**src/sv/spd_pkg.sv**
```systemverilog
package spd_pkg;

	// fixed field widths of the stream items
	localparam int DIST_BITS     = 20;
	localparam int VTX_BITS      = 4;
	localparam int W_IN_BITS     = 16;
	localparam int ACT_BITS      = 2;
	localparam int STAT_BITS     = 2;
	localparam int IN_DATA_BITS  = 24;
	localparam int OUT_DATA_BITS = 24;
	localparam int MAX_OUT       = 16;

	localparam logic [DIST_BITS-1:0] DIST_MAX = '1;

	// action codes on the input side
	localparam logic [ACT_BITS-1:0] ACT_SET   = 2'd0;
	localparam logic [ACT_BITS-1:0] ACT_CLEAR = 2'd1;
	localparam logic [ACT_BITS-1:0] ACT_QUERY = 2'd2;

	// result status codes
	localparam logic [STAT_BITS-1:0] STAT_FOUND   = 2'd0;
	localparam logic [STAT_BITS-1:0] STAT_SAME    = 2'd1;
	localparam logic [STAT_BITS-1:0] STAT_UNREACH = 2'd2;

	typedef enum logic [3:0] {
		ST_CLEAR,
		ST_IDLE,
		ST_DECIDE,
		ST_INIT,
		ST_PASS,
		ST_DRAIN,
		ST_PICK,
		ST_WALK_START,
		ST_WALK,
		ST_EMIT,
		ST_SAME,
		ST_UNREACH
	} state_t;

	typedef enum logic [1:0] {
		SEL_PATH,
		SEL_SAME,
		SEL_UNREACH
	} out_sel_t;

	// controller to datapath
	typedef struct packed {
		logic     in_ready;
		logic     clear_en;
		logic     init;
		logic     issue;
		logic     pick;
		logic     walk_start;
		logic     walk;
		logic     out_load;
		out_sel_t out_sel;
	} dp_cmd_t;

	// datapath to controller
	typedef struct packed {
		logic clear_done;
		logic in_query;
		logic q_bad;
		logic q_same;
		logic last_issue;
		logic min_found;
		logic dst_settled;
		logic walk_done;
		logic emit_last;
		logic out_free;
	} dp_stat_t;

endpackage

```
**src/sv/spd_ctrl.sv**
```systemverilog
module spd_ctrl (
	input  logic              clk,
	input  logic              arst_n,
	input  spd_pkg::dp_stat_t stat,
	output spd_pkg::dp_cmd_t  cmd
);
	import spd_pkg::*;

	state_t state_q;
	state_t state_d;

	// state register
	always_ff @(posedge clk or negedge arst_n) begin
		if (!arst_n) begin
			state_q <= ST_CLEAR;
		end else begin
			state_q <= state_d;
		end
	end

	// next state and commands
	always_comb begin
		state_d = state_q;
		cmd     = '0;
		unique case (state_q)
			ST_CLEAR: begin
				cmd.clear_en = 1'b1;
				if (stat.clear_done) begin
					state_d = ST_IDLE;
				end
			end
			ST_IDLE: begin
				cmd.in_ready = 1'b1;
				if (stat.in_query) begin
					state_d = ST_DECIDE;
				end
			end
			ST_DECIDE: begin
				priority if (stat.q_bad) begin
					state_d = ST_UNREACH;
				end else if (stat.q_same) begin
					state_d = ST_SAME;
				end else begin
					state_d = ST_INIT;
				end
			end
			ST_INIT: begin
				cmd.init = 1'b1;
				state_d  = ST_PASS;
			end
			ST_PASS: begin
				cmd.issue = 1'b1;
				if (stat.last_issue) begin
					state_d = ST_DRAIN;
				end
			end
			ST_DRAIN: begin
				state_d = ST_PICK;
			end
			ST_PICK: begin
				if (stat.min_found) begin
					cmd.pick = 1'b1;
					state_d  = ST_PASS;
				end else begin
					state_d = ST_WALK_START;
				end
			end
			ST_WALK_START: begin
				if (stat.dst_settled) begin
					cmd.walk_start = 1'b1;
					state_d        = ST_WALK;
				end else begin
					state_d = ST_UNREACH;
				end
			end
			ST_WALK: begin
				cmd.walk = 1'b1;
				if (stat.walk_done) begin
					state_d = ST_EMIT;
				end
			end
			ST_EMIT: begin
				cmd.out_sel = SEL_PATH;
				if (stat.out_free) begin
					cmd.out_load = 1'b1;
					if (stat.emit_last) begin
						state_d = ST_IDLE;
					end
				end
			end
			ST_SAME: begin
				cmd.out_sel = SEL_SAME;
				if (stat.out_free) begin
					cmd.out_load = 1'b1;
					state_d      = ST_IDLE;
				end
			end
			ST_UNREACH: begin
				cmd.out_sel = SEL_UNREACH;
				if (stat.out_free) begin
					cmd.out_load = 1'b1;
					state_d      = ST_IDLE;
				end
			end
			default: begin
				state_d = ST_CLEAR;
			end
		endcase
	end

endmodule

```
**config.mk**
```make
export PLATFORM = sky130hd
export DESIGN_NAME = spd_ctrl
export DESIGN_NICKNAME = d
export VERILOG_FILES = /design/src/sv/spd_pkg.sv /design/src/sv/spd_ctrl.sv
export SDC_FILE = /design/constraint.sdc
export NUM_CORES = 1
export LEC_CHECK = 0
export BUFFER_PORTS_ARGS = -buffer_cell sky130_fd_sc_hd__buf_4
export CAP_MARGIN = 0
export CORE_MARGIN = 5
export CORE_UTILIZATION = 30
export CTS_BUF_LIST = sky130_fd_sc_hd__clkbuf_8
export CTS_CLUSTER_DIAMETER = 60
export DETAILED_ROUTE_END_ITERATION = 16
export GPL_TIMING_DRIVEN = 0
export PLACE_DENSITY_LB_ADDON = 0.15
export SKIP_CTS_REPAIR_TIMING = 1
export SLEW_MARGIN = 5
export SYNTH_ARGS = -nofsm -noshare
export SYNTH_HDL_FRONTEND = slang
export SYNTH_SLANG_ARGS = --single-unit
```
**constraint.sdc**
```tcl
create_clock -name clk -period 3.8 [get_ports clk]
set_clock_uncertainty 0.1 [all_clocks]
set_input_delay 0 -clock clk [delete_from_list [all_inputs] [get_ports clk]]
set_output_delay 0 -clock clk [all_outputs]
set_load 0.005 [all_outputs]
```
; Yosys cells after proc, flatten, opt, wreduce, memory -nomap -nowiden
; Cells that the tools add are included.
[classes]
n_eq_ne = 18
mux = 23
n_reduce_logical = 3
[ops]
columns = op, count
row1 = $pmux W4 S11, 1
row2 = $mux W4, 9
row3 = $eq A4 B3 Y1 const B, 4
row4 = $eq A4 B4 Y1 const B, 4
row5 = $ne A2 B2 Y1 const B, 6
row6 = $mux W1, 10
row7 = $pmux W3 S3, 1
row8 = $eq A4 B2 Y1 const B, 2
row9 = $reduce_and A7 Y1, 1
row10 = $eq A4 B1 Y1 const B, 1
row11 = $logic_not A4 Y1, 1
row12 = $mux W2, 2
row13 = $ne A2 B1 Y1 const B, 1
row14 = $reduce_or A2 Y1, 1
[totals]
register_bits = 4
input_bits = 12
output_inout_bits = 10
elab_cells = 45

; Logic depth before layout (Yosys ltp)
[depth]
word_depth = 4
mapped_depth = 5

; Worst setup path after synthesis
; No wires, ideal clock.
[synth_path]
kind = register to register
start = register state_q[0]
end = register state_q[0]
setup_time_ns = 0.119
arrival_time_ns = 1.166
setup_slack_ns = 2.415
stages_incl_launch_ff = 6
n_path_buf = 1
path_cell_list = dfrtp_1 -> buf_6 -> nor4b_4 -> a22o_2 -> nor2_1 -> o21a_1
[synth_between]
elab_chain_len = 4
elab_cells_between_ends = 22
cone_classes = 18 x eq/ne / 1 x mux / 3 x reduce/logical
[synth_lines]
columns = element, line_no
row1 = "start, declared", spd_ctrl.sv:9  ; state_t state_q;
row2 = "start signal, assigned", spd_ctrl.sv:17  ; state_q <= state_d;
row3 = $eq A4 B4 Y1, spd_ctrl.sv:25  ; unique case (state_q)
row4 = $reduce_or A2 Y1 (no source line), -
row5 = $ne A2 B1 Y1 (no source line), -
row6 = $reduce_and A7 Y1 (no source line), -
; Several ways; a longest one is shown, not always the timed one.
; A chain may end at the register's enable or synchronous reset.

==> flow_summary.yaml <==
setup_path:
  crit_start: "state_q[0]"
  reg2reg_setup_slack_ns: 2.35
  crit_type: "flop to output pin"
  start_kind: "flop"
  r2r-end: "state_q[0]"
  worstPathMaxFanout: 10
  r2r_start: "state_q[3]"
  arrival_ns: 1.44
  endpoint_kind: "output pin"
  worstPathRequired_ns: 3.70
  reg2reg_depth: 5
synthesis:
  synth_warnings: 0
  async_flop_share_pct: 100.0
  synth-seq-cells: 4
  syn_inst: 52
  syn-num-nets: 64
  syn-cell-area_um2: 451.7
  yosysSeqAreaShare_pct: 22.16
  synth_edf_count: 0
  synth_cell_types: 33
  syn_avg_cell_area_um2: 8.686
  synth_ff_type: "dfrtp_1"
clock_network:
  cts_made_buffers: 3
  cts_tree: "built"
  clockBufferDepth: 2
  path_clk_slew_ns: 0.03
  cts_max_level: 1
  clk_latency_ns: 0.22
  cts_root_buf: "clkbuf_8"
  clock_sinks: 4
layout:
  largest_reg_flops: 4
  area_delta_synth_final_pct: 50.69
  num_antenna_cells: 0
  largest_registers: "state_q x4"
  final_cells: 93
  regMostFlops: "state_q"
  drive_gt1_share_pct: 44.16
  fin_nets: 91
grt:
  grt_usage_pct: 10.75
  grt_pass1_wl_um: 2063
  grt_start_max_net_pins: 11
  grt_overflow_total: 0
  antenna_found_initial: 0
  first_global_vias: 472
timing:
  fmax_ghz: 0.6507
  period_minus_slack_ns: 1.537
  tns_ns: 0
  slew_headroom_pct: 76.22
  rsz0062_at_grt: "no"
  setup_viol_count_final: 0
  worst_slew_pin_slew_ns: 0.3567
  hold_violations: 0
  period_share_pct: 40.44
  drv_slew: 0
outcome:
  status: "finished, final reports clean"
route:
  vias: 478
  antenna_left: 0
  drt_iter0_drc: 6
  first_pass_iters: 4
  drt_wl_total_um: 1212
  vias_per_cell: 5.140
  wl_per_cell_um: 13.03
  drc: 0
placement:
  dp.cells: 89
  portBuffers: 21
  gp_congestion: 0.7043
  dp_hpwl_um: 983.5
floorplan:
  start_util_pct: 30.70
  die_area_mm2: 0.002381
  core_area_mm2: 0.001471
  die_h_um: 48.80
  io_pins: 22
  die_w_um: 48.80
  rows: 14
power_and_ir_drop:
  peakVddDrop_v: 0.0004516
  leakagePower_nw: 0.3326
  p_per_area_mw_per_mm2: 735.8
run:
  cap_violations: 0
worst_hold_path:
  hold_end: "state_q[1]"
  hp-start: "stat[0]"
  hp-class: "primary input to flop"
  worstHoldPathCells: 3
[cell usage in the layout (no fill, tap or decap), drive strengths merged, types with 2 or more instances in the layout]
cell,netlist,routed
inv,2,2
nand2,2,2
nor2,7,7
nor4b,2,2
mux2i,3,3
a21oi,2,2
buf,5,26
nor3,3,3
clkbuf,1,4
nor3b,2,2
dfrtp,4,4
[how the worst max path moves through the flow]
stage | slack [ns] | cells past startpoint | to
6_report | 2.26 | 4 | cmd[9]
5_1_grt | 2.17 | 4 | cmd[9]
4_1_cts | 2.25 | 4 | cmd[9]
3_5_place_dp | 2.35 | 5 | state_q[0]
3_3_place_gp | 2.32 | 5 | state_q[0]
2_1_floorplan | 2.42 | 5 | state_q[0]
[routing by layer]
layer / routed length (um) / track usage, % / vias up
met5: 0 / 0 / -
met4: 0 / 2.691 / 0
met3: 93 / 5.505 / 0
met2: 638 / 18.26 / 13
met1: 480 / 11.71 / 223
li1: - / - / 242
[critical path, stage by stage (launching register included)]
cell and delay (ns):
dfrtp_1 0.33, buf_6 0.14, clkbuf_1 0.31, nor4b_1 0.28, buf_4 0.16
[metrics by stage]
stage               worst slack, ns  hold slack [ns]   power, W  instance area [um^2]  util [%]
finish                        2.263         0.003998  0.0005008                 680.7     46.26
global route                  2.165          0.02277  0.0005418                 680.7     46.26
CTS                           2.245          -0.5293  0.0005093                 670.6     45.58
detailed placement            2.351          -0.3019  0.0004186                 629.4     42.77
global placement              2.324          -0.3038  0.0004128                 629.4     42.77
floorplan                     2.415          -0.3956  0.0003197                 451.7         -
[power by group]
| group | internal (W) | switching (W) | leakage, nW | total (W) |
|---|---|---|---|---|
| combinational | 0.000165 | 0.000169 | 0.261 | 0.000334 |
| clock | 0.0000673 | 0.0000200 | 0.0216 | 0.0000873 |
| sequential | 0.0000635 | 0.0000157 | 0.0496 | 0.0000793 |
| total | 0.000296 | 0.000205 | 0.333 | 0.000501 |
[cell type report]
| cell class | instances | area [um^2] |
|---|---|---|
| clock buffer | 3 | 41.29 |
| tap | 16 | 20.02 |
| timing repair buffer | 22 | 167.7 |
| multi-input combinational | 40 | 300.3 |
| sequential | 4 | 100.1 |
| fill | 164 | 790.8 |
| inverter | 2 | 7.507 |
| buffer | 6 | 43.79 |
[kinds of logic after synthesis]
logic type | after synthesis | share of synthesized area (%)
AOI/OAI and AO/OA | 12 | 23.00
xor gates and xnor gates | 1 | 1.939
buffers and inverters | 8 | 11.36
DFF | 4 | 22.16
muxes | 3 | 6.648
and+or+nand+nor | 24 | 34.90
[cells in the mapped netlist (all sizes together) (2+ instances only)]
library cell,number,area share (%)
buf,5,8.9
nor3,3,3.3
dfrtp,4,22
nor3b,2,3.3
a21oi,2,2.2
inv,2,1.7
nor4b,2,7.2
nand2,2,1.7
nor2,7,5.8
mux2i,3,6.6
Power figures use the tool's default switching activity.
